## config.mk

```make
export PLATFORM = sky130hd
export DESIGN_NAME = selective_repeat_receive_window
export DESIGN_NICKNAME = d
export VERILOG_FILES = /design/src/hw/rtl/srrw_pkg.sv /design/src/hw/rtl/srrw_dp.sv /design/src/hw/rtl/srrw_ctrl.sv /design/src/hw/rtl/selective_repeat_receive_window.sv
export SDC_FILE = /design/constraint.sdc
export NUM_CORES = 1
export LEC_CHECK = 0
export BUFFER_PORTS_ARGS = -buffer_cell sky130_fd_sc_hd__buf_4
export CAP_MARGIN = 30
export CORE_MARGIN = 4
export CORE_UTILIZATION = 50
export CTS_CLUSTER_SIZE = 12
export DETAILED_ROUTE_END_ITERATION = 8
export PLACE_DENSITY = 0.69
export RECOVER_POWER = 25
export SYNTH_ARGS = -nofsm -noshare
export SYNTH_HDL_FRONTEND = slang
export SYNTH_SLANG_ARGS = --single-unit
```

## constraint.sdc

```tcl
create_clock -name clk_i -period 5 [get_ports clk_i]
set_clock_uncertainty 0.05 [all_clocks]
set_input_delay 0.5 -clock clk_i [delete_from_list [all_inputs] [get_ports clk_i]]
set_output_delay 0.5 -clock clk_i [all_outputs]
set_load 0.005 [all_outputs]
```

## src/hw/rtl/srrw_pkg.sv

```systemverilog
// Shared types for the selective-repeat receive window: frame and result
// payloads, frame kinds, controller states and the command/status bundles.
// No dependencies.
`default_nettype none

package srrw_pkg;

  typedef struct packed {
    logic [1:0]  frame_kind;
    logic [3:0]  frame_id;
    logic [15:0] total_frames;
    logic        frame_ok;
    logic        reply_allowed;
  } frame_t;

  typedef struct packed {
    logic       ack_send;
    logic       ack_all;
    logic [3:0] ack_number;
    logic       transfer_done;
    logic       last;
  } result_t;

  typedef enum logic [1:0] {
    KIND_SYN = 2'd0,
    KIND_PKT = 2'd1,
    KIND_ACK = 2'd2
  } kind_e;

  typedef enum logic [2:0] {
    ST_WAIT,
    ST_DECODE,
    ST_RELEASE,
    ST_ACK_PREV,
    ST_ACK_EXP,
    ST_FINISH,
    ST_ACK_ALL
  } state_e;

  typedef enum logic [1:0] {
    RES_ALL,
    RES_PREV,
    RES_EXP,
    RES_FIN
  } res_sel_e;

  typedef struct packed {
    logic     capture;
    logic     syn_load;
    logic     step;
    logic     mark;
    logic     go_idle;
    logic     load;
    res_sel_e res_sel;
    logic     last;
  } cmd_t;

  typedef struct packed {
    logic drop;
    logic is_syn;
    logic mode;
    logic in_order;
    logic exp_buffered;
    logic done;
    logic reply;
    logic out_free;
  } status_t;

endpackage

`default_nettype wire

```

## src/hw/rtl/srrw_dp.sv

```systemverilog
// Datapath of the selective-repeat receive window: frame capture, window
// state, buffered-slot bitmap and the output register.
// Depends on srrw_pkg.
`default_nettype none

module srrw_dp import srrw_pkg::*; #(
  parameter int unsigned WINDOW_SIZE = 16
) (
  input  wire logic    clk_i,
  input  wire logic    rst_ni,
  input  wire frame_t  in_frame_i,
  input  wire cmd_t    cmd_i,
  output status_t      status_o,
  input  wire logic    out_ready_i,
  output logic         out_valid_o,
  output result_t      out_result_o
);

  localparam int unsigned SW        = $clog2(WINDOW_SIZE);
  // Frame ids are 4 bits wide, so no slot above 15 can ever be buffered.
  localparam int unsigned BUF_DEPTH = (WINDOW_SIZE < 16) ? WINDOW_SIZE : 16;
  localparam int unsigned BW        = $clog2(BUF_DEPTH);
  localparam int unsigned CW        = (SW > 4) ? SW : 4;
  localparam logic [SW-1:0] LAST_SLOT = SW'(WINDOW_SIZE - 1);

  frame_t               frame_q;
  logic                 mode_q, mode_d;
  logic [SW-1:0]        exp_q, exp_d;
  logic [15:0]          cnt_q, cnt_d;
  logic [15:0]          total_q, total_d;
  logic [BUF_DEPTH-1:0] buf_q, buf_d;
  logic                 out_valid_q, out_valid_d;
  result_t              out_q, out_d;

  logic [SW-1:0] exp_next, exp_prev;
  logic          exp_in_buf, id_in_window, in_order;
  result_t       res;

  assign exp_next     = (exp_q == LAST_SLOT) ? '0 : exp_q + SW'(1);
  assign exp_prev     = (exp_q == '0) ? LAST_SLOT : exp_q - SW'(1);
  assign exp_in_buf   = 32'(exp_q) < BUF_DEPTH;
  assign id_in_window = 32'(frame_q.frame_id) < WINDOW_SIZE;
  assign in_order     = CW'(frame_q.frame_id) == CW'(exp_q);

  always_comb begin
    status_o              = '0;
    status_o.mode         = mode_q;
    status_o.is_syn       = frame_q.frame_kind == KIND_SYN;
    status_o.in_order     = in_order;
    status_o.exp_buffered = exp_in_buf && buf_q[exp_q[BW-1:0]];
    status_o.done         = cnt_q == total_q;
    status_o.reply        = frame_q.reply_allowed;
    status_o.out_free     = !out_valid_q || out_ready_i;
    if (!frame_q.frame_ok) begin
      status_o.drop = 1'b1;
    end else if (!mode_q) begin
      status_o.drop = (frame_q.frame_kind != KIND_SYN) && (frame_q.frame_kind != KIND_PKT);
    end else begin
      status_o.drop = (frame_q.frame_kind != KIND_PKT) || !id_in_window;
    end
  end

  always_comb begin
    mode_d  = mode_q;
    exp_d   = exp_q;
    cnt_d   = cnt_q;
    total_d = total_q;
    buf_d   = buf_q;
    if (cmd_i.syn_load) begin
      mode_d  = 1'b1;
      exp_d   = '0;
      cnt_d   = '0;
      total_d = frame_q.total_frames;
      buf_d   = '0;
    end
    // Stepping clears the expected slot's buffered bit, counts a delivery and advances the slot.
    if (cmd_i.step) begin
      if (exp_in_buf) begin
        buf_d[exp_q[BW-1:0]] = 1'b0;
      end
      cnt_d = cnt_q + 16'd1;
      exp_d = exp_next;
    end
    if (cmd_i.mark) begin
      buf_d[frame_q.frame_id[BW-1:0]] = 1'b1;
    end
    if (cmd_i.go_idle) begin
      mode_d = 1'b0;
    end
  end

  always_comb begin
    res      = '0;
    res.last = cmd_i.last;
    case (cmd_i.res_sel)
      RES_ALL: begin
        res.ack_send = 1'b1;
        res.ack_all  = 1'b1;
      end
      RES_PREV: begin
        res.ack_send   = 1'b1;
        res.ack_number = 4'(exp_prev);
      end
      RES_EXP: begin
        res.ack_send   = 1'b1;
        res.ack_number = 4'(exp_q);
      end
      RES_FIN: begin
        res.ack_send      = frame_q.reply_allowed;
        res.ack_all       = 1'b1;
        res.transfer_done = 1'b1;
      end
      default: res = '0;
    endcase
  end

  always_comb begin
    out_valid_d = out_valid_q;
    out_d       = out_q;
    if (cmd_i.load) begin
      out_valid_d = 1'b1;
      out_d       = res;
    end else if (out_ready_i) begin
      out_valid_d = 1'b0;
    end
  end

  always_ff @(posedge clk_i or negedge rst_ni) begin
    if (!rst_ni) begin
      mode_q      <= 1'b0;
      exp_q       <= '0;
      cnt_q       <= '0;
      total_q     <= '0;
      buf_q       <= '0;
      out_valid_q <= 1'b0;
    end else begin
      mode_q      <= mode_d;
      exp_q       <= exp_d;
      cnt_q       <= cnt_d;
      total_q     <= total_d;
      buf_q       <= buf_d;
      out_valid_q <= out_valid_d;
    end
  end

  always_ff @(posedge clk_i) begin
    if (cmd_i.capture) begin
      frame_q <= in_frame_i;
    end
    out_q <= out_d;
  end

  assign out_valid_o  = out_valid_q;
  assign out_result_o = out_q;

`ifndef SYNTHESIS
  a_no_overwrite: assert property (@(posedge clk_i) disable iff (!rst_ni)
    cmd_i.load |-> (!out_valid_q || out_ready_i))
    else $error("result loaded over a pending one");
  a_step_receiving: assert property (@(posedge clk_i) disable iff (!rst_ni)
    cmd_i.step |-> mode_q)
    else $error("window advanced while idle");
  a_mark_not_expected: assert property (@(posedge clk_i) disable iff (!rst_ni)
    cmd_i.mark |-> !in_order)
    else $error("expected slot marked as buffered");
  a_syn_clears: assert property (@(posedge clk_i) disable iff (!rst_ni)
    cmd_i.syn_load |=> (mode_q && buf_q == '0 && cnt_q == '0))
    else $error("SYN did not reset the window");
`endif

endmodule

`default_nettype wire

```

## src/hw/rtl/srrw_ctrl.sv

```systemverilog
// Controller of the selective-repeat receive window: sequences capture,
// decode, slot release and result emission.
// Depends on srrw_pkg.
`default_nettype none

module srrw_ctrl import srrw_pkg::*; (
  input  wire logic    clk_i,
  input  wire logic    rst_ni,
  input  wire logic    in_valid_i,
  output logic         in_ready_o,
  input  wire status_t status_i,
  output cmd_t         cmd_o
);

  state_e state_q, state_d;

  always_ff @(posedge clk_i or negedge rst_ni) begin
    if (!rst_ni) begin
      state_q <= ST_WAIT;
    end else begin
      state_q <= state_d;
    end
  end

  always_comb begin
    state_d    = state_q;
    cmd_o      = '0;
    in_ready_o = 1'b0;
    case (state_q)
      ST_WAIT: begin
        in_ready_o = 1'b1;
        if (in_valid_i) begin
          cmd_o.capture = 1'b1;
          state_d       = ST_DECODE;
        end
      end
      ST_DECODE: begin
        if (status_i.drop) begin
          state_d = ST_WAIT;
        end else if (!status_i.mode) begin
          cmd_o.syn_load = status_i.is_syn;
          state_d        = status_i.reply ? ST_ACK_ALL : ST_WAIT;
        end else if (status_i.in_order) begin
          cmd_o.step = 1'b1;
          state_d    = ST_RELEASE;
        end else begin
          cmd_o.mark = 1'b1;
          state_d    = ST_ACK_EXP;
        end
      end
      ST_RELEASE: begin
        // Release one buffered slot per cycle.
        if (status_i.exp_buffered) begin
          cmd_o.step = 1'b1;
        end else begin
          state_d = ST_ACK_PREV;
        end
      end
      ST_ACK_PREV, ST_ACK_EXP: begin
        if (!status_i.reply) begin
          state_d = status_i.done ? ST_FINISH : ST_WAIT;
        end else if (status_i.out_free) begin
          cmd_o.load    = 1'b1;
          cmd_o.res_sel = (state_q == ST_ACK_PREV) ? RES_PREV : RES_EXP;
          cmd_o.last    = !status_i.done;
          state_d       = status_i.done ? ST_FINISH : ST_WAIT;
        end
      end
      ST_FINISH: begin
        if (status_i.out_free) begin
          cmd_o.load    = 1'b1;
          cmd_o.res_sel = RES_FIN;
          cmd_o.last    = 1'b1;
          cmd_o.go_idle = 1'b1;
          state_d       = ST_WAIT;
        end
      end
      ST_ACK_ALL: begin
        if (status_i.out_free) begin
          cmd_o.load    = 1'b1;
          cmd_o.res_sel = RES_ALL;
          cmd_o.last    = 1'b1;
          state_d       = ST_WAIT;
        end
      end
      default: state_d = ST_WAIT;
    endcase
  end

endmodule

`default_nettype wire

```

## src/hw/rtl/selective_repeat_receive_window.sv

```systemverilog
// Flow: a dropped frame goes from decode straight back to waiting; otherwise the result
// register loads from an ACK state, which an in-order PKT reaches through the release
// loop, and a transfer-done result loads from the finish state after that.
// A new frame is accepted only while waiting, once the last one is fully handled; the release
// loop walks one buffered slot per cycle, and each result waits for room in the full output
// register. Reset: window cleared.
`default_nettype none

module selective_repeat_receive_window import srrw_pkg::*; #(
  parameter int unsigned WINDOW_SIZE = 16
) (
  input  wire logic   clk_i,
  input  wire logic   rst_ni,
  input  wire logic   in_valid_i,
  output logic        in_ready_o,
  input  wire frame_t in_frame_i,
  output logic        out_valid_o,
  input  wire logic   out_ready_i,
  output result_t     out_result_o
);

  // Command and status bundles between controller and datapath.
  cmd_t    cmd;
  status_t status;

  // Controller: hold off new transactions while a frame is being worked on,
  // advance through release and emit the ACK and transfer-done results.
  srrw_ctrl u_ctrl (
    .clk_i      (clk_i),
    .rst_ni     (rst_ni),
    .in_valid_i (in_valid_i),
    .in_ready_o (in_ready_o),
    .status_i   (status),
    .cmd_o      (cmd)
  );

  // Datapath: window state, buffered-slot bitmap and the output register
  // that holds a result until the downstream side takes it.
  srrw_dp #(
    .WINDOW_SIZE (WINDOW_SIZE)
  ) u_dp (
    .clk_i        (clk_i),
    .rst_ni       (rst_ni),
    .in_frame_i   (in_frame_i),
    .cmd_i        (cmd),
    .status_o     (status),
    .out_ready_i  (out_ready_i),
    .out_valid_o  (out_valid_o),
    .out_result_o (out_result_o)
  );

endmodule

`default_nettype wire

```

==> impl_metrics.tcl, run 1 <==
set metrics [dict create \
    status "finished, violations left" \
    violations "max-capacitance violations, max-slew violations" \
    crit_arrival_ns 3.20 \
    synth_adder_area_share_pct 1.89 \
    drc 0 \
    synth_seq_area_share_pct 51.4 \
    antenna_found_initial 0 \
    multiInputGateArea_mm2 0.00204 \
    yosys.area_share.simple_pct 20.8 \
    num-nets-final 521 \
    synth_top_family_by_area "simple AND/OR/NAND/NOR gates" \
    p_switching_w 0.000711 \
    fin_tns_setup_ns 0 \
    fin_crit_ns 2.99 \
    die_h_um 104 \
    final_util_pct 58.1 \
    cts_resized 0 \
    start_kind "flip-flop" \
    synth_xor_area_share_pct 3.96 \
    relSlewSlack_pct -106 \
    dr.pass1.iters 5 \
    grt_pass1_vias 3562 \
    path_clk_slew_ns 0.10 \
    cts_setup_buffers 0 \
    clockBufferDepth 2 \
    hold_viol 0 \
    p_int_w 0.00136 \
    core-area_mm2 0.00889 \
    netlist_area_mm2 0.00465 \
    post_dp_cell_area_mm2 0.00498 \
    portBuffers 37 \
    ioPinCount 38 \
    synth.area.mux_share_pct 2.29 \
    synth_seq_cells 89 \
    start_util_pct 52.3 \
    synth_area_leaders "dfrtp_1 31%, edfxtp_1 21%, nand2_1 6.0%" \
    clkPwrFrac_pct 23.7 \
    synth_area_per_cell_um2 10.1 \
    synthFlopType "dfrtp_1" \
    gp_congestion 0.894 \
    power.density_mw_per_mm2 400 \
    max_freq_ghz 0.335 \
    yosys_warnings 0 \
    clock_sinks 89 \
    synth-async-reset-ratio_pct 64.0 \
    clkLatencyLatePin_ns 0.37 \
    drive_gt1_share_pct 14.1 \
    worst_ir_drop_vdd_v 0.000219 \
    comb_power_share_pct 24.5 \
    cp-end-kind "flip-flop" \
    fp-row-count 34 \
    seqCellArea_mm2 0.00239 \
    wl_per_cell_um 17.5 \
    switching_share_pct 34.4 \
    vias_per_cell 6.06 \
    slew_violations 58 \
    whs_ns 0.273 \
    synth_cells 460 \
    synth_edf_count 32 \
    critical_path_class "flip-flop to flip-flop" \
    root_buffer "clkbuf_8" \
    most-common-layout-cells "74 x nand2_1, 57 x dfrtp_1, 32 x edfxtp_1, 30 x nor2_1, 24 x clkbuf_4" \
    synth_compound_area_share_pct 15.0 \
    worstPathMaxFanout 16 \
    synth_top_area_share_pct 30.7 \
    die_area_mm2 0.0109 \
    first_iter_violations 286 \
    yosys.area.top_type "dfrtp_1" \
    htreeDepth 3 \
    hold_path.class "input port to flip-flop" \
    grt_pass1_wl_um 17800 \
    antenna_cells 0 \
    setup-violations-final 0 \
    stdcell_area_mm2 0.00517 \
    max-cap-violations 1 \
    grt_setup_unrepaired "false" \
    area_growth_pct 11.3 \
    hold_buffers 0 \
    die_x_um 104 \
    final_common_cell "nand2_1" \
    cts_tree "done" \
    wirelength_um 10500 \
    ant_nets 0 \
    fin_crit_sh_pct 59.7 \
    route.vias.total 3632 \
    sequentialPowerShare_pct 51.8 \
    crit_required_ns 5.21 \
    fill_cells 755 \
    numCtsBuffers 9 \
    hpwl_um 7300 \
    tightest_slew_ns 3.08 \
    p_leak_nw 2.14 \
    grt_remaining_overflow 0 \
    synth.distinct_cells 62 \
    grt_max_degree 58 \
    p_total_w 0.00207 \
    syn_nets 495 \
    grt_util_all_layers_pct 20.0 \
]
per-stage QoR:
step / worst slack (ns) / instances
after detailed placement: 2.08 / 583
after CTS: 2.07 / 599
after floorplan: 3.01 / 460
final: 2.01 / 599
after global placement: 2.15 / 579
after global routing: 1.38 / 599
metal layers:
metal | share of wire [%] | track usage [%] | up-vias
met5 | 0 | 0 | -
met4 | 1.5 | 6.36 | 0
met3 | 5.4 | 4.53 | 21
met2 | 46 | 29.9 | 142
met1 | 47 | 28.9 | 1733
li1 | - | - | 1736
cell usage after synthesis, types with 7 or more instances:
cell and count:
nand2_1 74, dfrtp_1 57, edfxtp_1 32, nor2_1 30, inv_1 19, a31oi_1 18, o21ai_0 17, xnor2_1 16
nand3_1 14, clkbuf_1 13, nand4_1 12, nand2b_1 10, nor2b_1 10, o32ai_1 10, and2_1 8, a21oi_1 7
a32oi_1 7, buf_2 7, ha_1 7
state kept, by name (all words and copies together) (netlist names):
| register | flops |
|---|---|
| u_dp.mode_q | 1 |
| u_dp.out_valid_o | 1 |
| u_dp.out_result_o | 8 |
| u_dp.cnt_q | 16 |
| u_dp.status_o | 1 |
| u_dp.total_q | 16 |
| u_dp.frame_q | 23 |
| u_dp.buf_q | 16 |
| u_ctrl.state_q | 3 |
| u_dp.exp_q | 4 |
kinds of logic (layout without fill, tap and decap cells):
family                   count (synthesis)  count (layout)
multiplexers                            10              10
AO/OA/AOI/OAI                           97              97
AND/OR/NAND/NOR                        190             190
adder cells (fa/ha/maj)                  7               7
flip-flops                              89              89
XOR/XNOR                                21              21
buffers and inverters                   46              77
power by group through the flow:
stage	logic [W]	registers [W]	clock network, W
6_report	0.000506	0.00107	0.000489
4_1_cts	0.000512	0.00107	0.000498
5_1_grt	0.000572	0.00109	0.000539
3_5_place_dp	0.000509	0.00108	0
2_1_floorplan	0.000402	0.00102	0
3_3_place_gp	0.000471	0.00108	0
path summary, 6_finish.rpt:
check / startpoint / endpoint / slack (ns) / cells after the start
setup / recovery: u_dp.exp_q[1] / u_dp.exp_q[1] / 2.01 / 6
hold / removal: in_frame_i[8] / u_dp.frame_q[8] / 0.27 / 1
setup reg to reg: u_dp.exp_q[1] / u_dp.exp_q[1] / 2.01 / 6
hold reg to reg: u_dp.frame_q[10] / u_dp.total_q[8] / 0.40 / 2
max in group asynchronous: rst_ni / u_dp.cnt_q[15] / 2.08 / 1
min in group asynchronous: rst_ni / u_dp.buf_q[10] / 1.09 / 1
final cells by class:
type / count / area share (%)
multi-input combinational: 325 / 39.5
tap: 108 / 2.61
clock buffer: 9 / 2.40
clock inverter: 7 / 1.40
timing repair buffer: 42 / 6.51
inverter: 19 / 1.38
sequential: 89 / 46.2
critical path, cell delays in order, from the launching register on:
cell       delay [ns]
dfrtp_1          0.78
mux2_2           0.41
o2111ai_1        0.27
a211oi_2         0.17
buf_6            0.20
nor3_2           0.60
mux2_2           0.41
Note: power is estimated with default switching activity, not from simulation.
==> run 2, diff against run 1 <==
Clock period 5 ns to 2.8 ns, I/O delays scaled along.
==> run 2 against run 1 <==
  * The flow now finishes without violations
  * First-iteration DRC count shrank 17%
  * Total power grew 78%
  * Sequential share of layout area shrank 0.24 points
  * Core utilization grew 0.31 points
  * Die area is the same
  * Via count is essentially flat
  * Combinational power grew 80%
  * Final cell count grew 1.2%
  * Register-to-register slack lost 1.8 ns
  * Global-route usage is essentially flat
  * Routed wire length grew 0.89%
  * Critical endpoint is now u_dp.buf_q[15]
  * Largest cell class unchanged
==> impl_metrics.tcl, run 2 (same netlist as run 1, synthesis figures left out) <==
set metrics [dict create \
    status "finished clean" \
    hpwl_um 7390 \
    tightest_slew_ns 1.43 \
    drc 0 \
    clkLatencyLatePin_ns 0.36 \
    path_cells "buf_4 > xor2_1 > nor4_4 > nand4_1 > nand3_1 > a22oi_1" \
    ant_nets 0 \
    num-nets-final 528 \
    dr.pass1.iters 5 \
    hold_path.class "input port to flip-flop" \
    ioPinCount 38 \
    clock_sinks 89 \
    fin_tns_setup_ns 0 \
    vias_per_cell 6.00 \
    gp_congestion 0.954 \
    slowest_delay_ns 0.53 \
    setup-violations-final 0 \
    crit_required_ns 2.96 \
    final_common_cell "nand2_1" \
    portBuffers 37 \
    wl_met3_um 599 \
    start_util_pct 52.3 \
    power.density_mw_per_mm2 709 \
    max-cap-violations 0 \
    grt_setup_unrepaired "false" \
    grt_pass1_wl_um 17900 \
    fp-row-count 34 \
    cp-end-kind "flip-flop" \
    crit_arrival_ns 2.74 \
    root_buffer "clkbuf_8" \
    htreeDepth 3 \
    hold_viol 0 \
    start_kind "flip-flop" \
    critical_path_class "flip-flop to flip-flop" \
    dr_wl_met2_um 4760 \
    largest_reg_flops 23 \
    p_leak_nw 2.17 \
    fin_crit_ns 2.57 \
    p_total_w 0.00368 \
    worst_ir_drop_vdd_v 0.000485 \
    grt_util_all_layers_pct 20.0 \
    cts_tree "done" \
    path_clk_slew_ns 0.10 \
    die_area_mm2 0.0109 \
    area_growth_pct 11.9 \
    antenna_found_initial 0 \
    die_x_um 104 \
    relSlewSlack_pct 4.45 \
    core-area_mm2 0.00889 \
    cp_slowest_cell "dfrtp_1" \
    grt_remaining_overflow 0 \
    grt_pass1_vias 3503 \
    grt_max_degree 58 \
    die_h_um 104 \
    largest-register "u_dp.frame_q" \
    first_iter_violations 237 \
    max_freq_ghz 0.388 \
    route.vias.total 3634 \
    fin_crit_sh_pct 91.9 \
    drt-met1-wl_um 5000 \
    most-common-layout-cells "74 x nand2_1, 57 x dfrtp_1, 32 x edfxtp_1, 30 x nor2_1, 24 x clkbuf_4" \
    wl_per_cell_um 17.4 \
    worstPathMaxFanout 12 \
    slew_violations 0 \
    clockBufferDepth 2 \
    numCtsBuffers 9 \
    top_layer "met4" \
    antenna_cells 0 \
    wirelength_um 10500 \
    drive_gt1_share_pct 15.3 \
]
-- run 2: cell count changes in the layout (fill, tap and decap cells not counted) --
cell and change:
buf_16 -1, buf_6 -2, buf_4 +10, clkbuf_2 +1, clkinvlp_4 -1, clkbuf_1 -1
clkinv_4 +1, buf_2 -1, dlygate4sd3_1 +1, inv_8 +1, clkinv_8 -1
-- run 2: layer usage --
layer  up-vias  global-route usage (%)
met4         0                    6.93
li1       1742                       -
met3        16                    3.72
met5         -                       0
met1      1756                    30.0
met2       120                    28.9
-- run 2: cell type report --
class                           instances  area [um^2]
Clock buffer                            9          124
Clock inverter                          7         68.8
Fill cell                             753         3690
Sequential cell                        89         2390
Timing Repair Buffer                   49          368
Tap cell                              108          135
Inverter                               19         71.3
Multi-Input combinational cell        325         2040
-- run 2: repair_timing --
action                                  CTS  global route
resized for setup                         0             0
hold endpoints to repair                 57             0
hold buffers                              1             0
endpoints found under the setup margin    0             0
buffers inserted                          0             0
-- run 2: stage by stage --
stage	utilization [%]	hold slack (ns)	setup slack [ns]	area (um^2)	std cells
3_3_place_gp	56.2	0.335	0.373	5000	589
3_5_place_dp	56.2	0.345	0.238	5000	589
2_1_floorplan	-	-0.0656	0.807	4650	460
5_1_grt	58.5	0.0376	0.00130	5200	606
6_report	58.5	0.0581	0.226	5200	606
4_1_cts	58.5	0.0233	0.269	5200	606
-- run 2: path summary, 6_finish.rpt --
kind,startpoint,cells after the start,slack [ns],endpoint
min,in_frame_i[10],1,0.06,u_dp.frame_q[10]
min in group asynchronous,rst_ni,2,0.74,u_dp.buf_q[13]
min reg2reg,u_dp.frame_q[4],2,0.40,u_dp.total_q[2]
max,u_dp.exp_q[1],6,0.23,u_dp.buf_q[15]
max in group asynchronous,rst_ni,2,1.10,u_dp.mode_q
max reg2reg,u_dp.exp_q[1],6,0.23,u_dp.buf_q[15]
-- run 2: worst max-delay path: cells and delay by family, from the launching register on --
family | cells | cell delay [ns]
AND/OR/NAND/NOR | 3 | 1.27
flip-flops | 1 | 0.53
AO/OA/AOI/OAI | 1 | 0.17
buffers and inverters | 1 | 0.23
XOR/XNOR | 1 | 0.18
-- run 2: report_power, final --
part           internal, W  total (W)  switching (W)
clock network     0.000351   0.000865       0.000514
logic             0.000409   0.000909       0.000500
registers          0.00165    0.00191       0.000255
==> run 3, diff against run 2 <==
Settings changed: CORE_ASPECT_RATIO set to 0.8, SYNTH_HIERARCHICAL set to 1.
==> run 3 against run 2 <==
  * Combinational power up 2.6%
  * Cell area is 3.6% lower
  * Flip-flop and latch count stayed put
  * Die area is 3.9% lower
  * Non-clock buffer count is 2 lower
  * Synthesized cell count is 15% lower
  * Setup slack worse by 0.016 ns
  * Global-route usage shrank 1.7 points
  * Worst hold slack improved by 0.0017 ns
  * First-iteration DRC count rose by 13%
  * Sequential share of layout area is 1.7 points higher
==> impl_metrics.tcl, run 3 <==
set metrics [dict create \
    antenna_found_initial 0 \
    dr.pass1.iters 5 \
    crit_required_ns 2.98 \
    num-nets-final 462 \
    core-area_mm2 0.00856 \
    yosys.area.top_type "dfrtp_1" \
    vias_per_cell 5.59 \
    synth-async-reset-ratio_pct 64.0 \
    synthFlopType "dfrtp_1" \
    relSlewSlack_pct 4.94 \
    ant_nets 0 \
    largest-register "u_dp/frame_q" \
    synth_area_per_cell_um2 11.4 \
    clkLatencyLatePin_ns 0.36 \
    fin_tns_setup_ns 0 \
    worst_ir_drop_vdd_v 0.000572 \
    drc 0 \
    synth.distinct_cells 62 \
    synth.area.mux_share_pct 7.18 \
    root_buffer "clkbuf_8" \
    yosys_warnings 6 \
    largest_reg_flops 23 \
    gp_congestion 0.890 \
    synth_top_area_share_pct 32.1 \
    fin_crit_sh_pct 92.5 \
    instances_no_fill 543 \
    cts_tree "done" \
    path_clk_slew_ns 0.09 \
    hold_viol 0 \
    netlist_area_mm2 0.00445 \
    grt_setup_unrepaired "false" \
    synth_top_family_by_area "simple AND/OR/NAND/NOR gates" \
    slew_violations 0 \
    max_freq_ghz 0.386 \
    ioPinCount 38 \
    power.density_mw_per_mm2 741 \
    portBuffers 37 \
    most-common-layout-cells "57 x dfrtp_1, 51 x o21ai_0, 32 x edfxtp_1, 26 x nand2_1, 24 x clkbuf_4" \
    die_area_mm2 0.0105 \
    hpwl_um 6110 \
    hold_path.class "input port to flip-flop" \
    tightest_slew_ns 1.43 \
    yosys.area_share.simple_pct 15.7 \
    syn_nets 425 \
    fin_crit_ns 2.59 \
    htreeDepth 3 \
    die_h_um 92.3 \
    reg2reg_from "u_dp/exp_q[0]" \
    fp-row-count 30 \
    antenna_cells 0 \
    p_leak_nw 2.04 \
    start_kind "flip-flop" \
    wl_per_cell_um 16.1 \
    clock_sinks 89 \
    die_x_um 113 \
    synth_area_leaders "dfrtp_1 32%, edfxtp_1 22%, o21ai_0 5.9%" \
    grt_pass1_vias 3006 \
    numCtsBuffers 9 \
    holdPathStages 1 \
    grt_remaining_overflow 0 \
    first_iter_violations 268 \
    grt_max_degree 58 \
    synth_most_common_cell "dfrtp_1" \
    synth_seq_cells 89 \
    ff2ff_path_depth 8 \
    p_total_w 0.00371 \
    start_util_pct 51.9 \
    synth_common_cells "57 x dfrtp_1, 52 x o21ai_0, 32 x edfxtp_1" \
    status "finished clean" \
    grt_pass1_wl_um 15200 \
    synth_edf_count 32 \
    final_util_pct 58.5 \
    min_from "in_frame_i[16]" \
    synth_cells 389 \
    synth_xor_area_share_pct 4.53 \
    place_inst 526 \
    drive_gt1_share_pct 22.0 \
    wirelength_um 8770 \
    critical_path_class "flip-flop to flip-flop" \
    route.vias.total 3036 \
    setup-violations-final 0 \
    cp-end-kind "flip-flop" \
    synth_adder_area_share_pct 2.25 \
    grt_util_all_layers_pct 18.3 \
    synth_seq_area_share_pct 53.7 \
    final_common_cell "dfrtp_1" \
    r2r_setup_slack_ns 0.21 \
    timing.rr.end "u_dp/cnt_q[11]" \
    synth_compound_area_share_pct 12.7 \
    min_to "u_dp/frame_q[16]" \
    max-cap-violations 0 \
    crit_arrival_ns 2.77 \
    area_growth_pct 12.7 \
    worstPathMaxFanout 20 \
    clockBufferDepth 2 \
]
[run 3: area by class of cell]
cell class	instances	area (um^2)
tap	112	140
sequential	89	2390
multi-input combinational	268	1900
timing repair buffer	47	353
clock inverter	5	56.3
clock buffer	11	131
fill	723	3550
inverter	11	41.3
[run 3: what timing repair did]
| item | CTS | global route |
|---|---|---|
| setup buffers | 0 | 0 |
| endpoints found under the setup margin | 0 | 32 |
| hold buffers | 1 | 0 |
| hold endpoints to repair | 57 | 0 |
| gates resized for setup | 0 | 1 |
[run 3: stage by stage]
stage	hold WS (ns)	setup WS [ns]	cell area (um^2)
after floorplan	-0.0656	0.362	4450
after global placement	0.342	0.238	4810
after detailed placement	0.345	0.136	4810
after CTS	0.0147	0.110	5000
after global routing	0.0338	0.0218	5010
final	0.0598	0.209	5010
[run 3: cell families (layout without fill, tap and decap cells)]
family | Yosys count | after routing
DFF | 89 | 89
buffers and inverters | 32 | 74
and+or+nand+nor | 119 | 119
xor gates and xnor gates | 23 | 23
adders and majority gates | 8 | 8
AOI/OAI and AO/OA | 94 | 94
muxes | 24 | 24
[run 3: power by group]
part | leakage, nW | internal (W) | switching [W]
combinational | 0.874 | 0.000478 | 0.000455
clock | 0.0933 | 0.000411 | 0.000431
sequential | 1.07 | 0.00170 | 0.000230
total | 2.04 | 0.00259 | 0.00112
[run 3: how the worst max path moves through the flow]
stage                           to     startpoint  depth (start not counted)  slack (ns)
floorplan            u_dp/cnt_q[4]  u_dp/exp_q[0]                         10        0.36
global placement     u_dp/buf_q[3]  u_dp/exp_q[0]                          8        0.24
detailed placement  u_dp/cnt_q[14]  u_dp/exp_q[0]                          8        0.14
CTS                 u_dp/cnt_q[11]  u_dp/exp_q[0]                          8        0.11
global route         u_dp/cnt_q[2]  u_dp/exp_q[0]                          9        0.02
finish              u_dp/cnt_q[11]  u_dp/exp_q[0]                          8        0.21
[run 3: critical path, cell delays in order, from the launching register on]
cell and delay (ns):
dfrtp_1 0.45, buf_4 0.21, xor2_1 0.15, nor4_1 0.39
nand2_1 0.20, o21ai_4 0.40, buf_4 0.31, o211ai_1 0.14
o311ai_0 0.16
[run 3: routing by layer]
| layer | vias to the layer above | part of all wire (%) | GRT usage [%] |
|---|---|---|---|
| met5 | - | 0 | 0 |
| met4 | 0 | 1.3 | 5.71 |
| met3 | 11 | 7.7 | 5.55 |
| met2 | 121 | 43 | 25.7 |
| met1 | 1433 | 48 | 26.9 |
| li1 | 1471 | - | - |
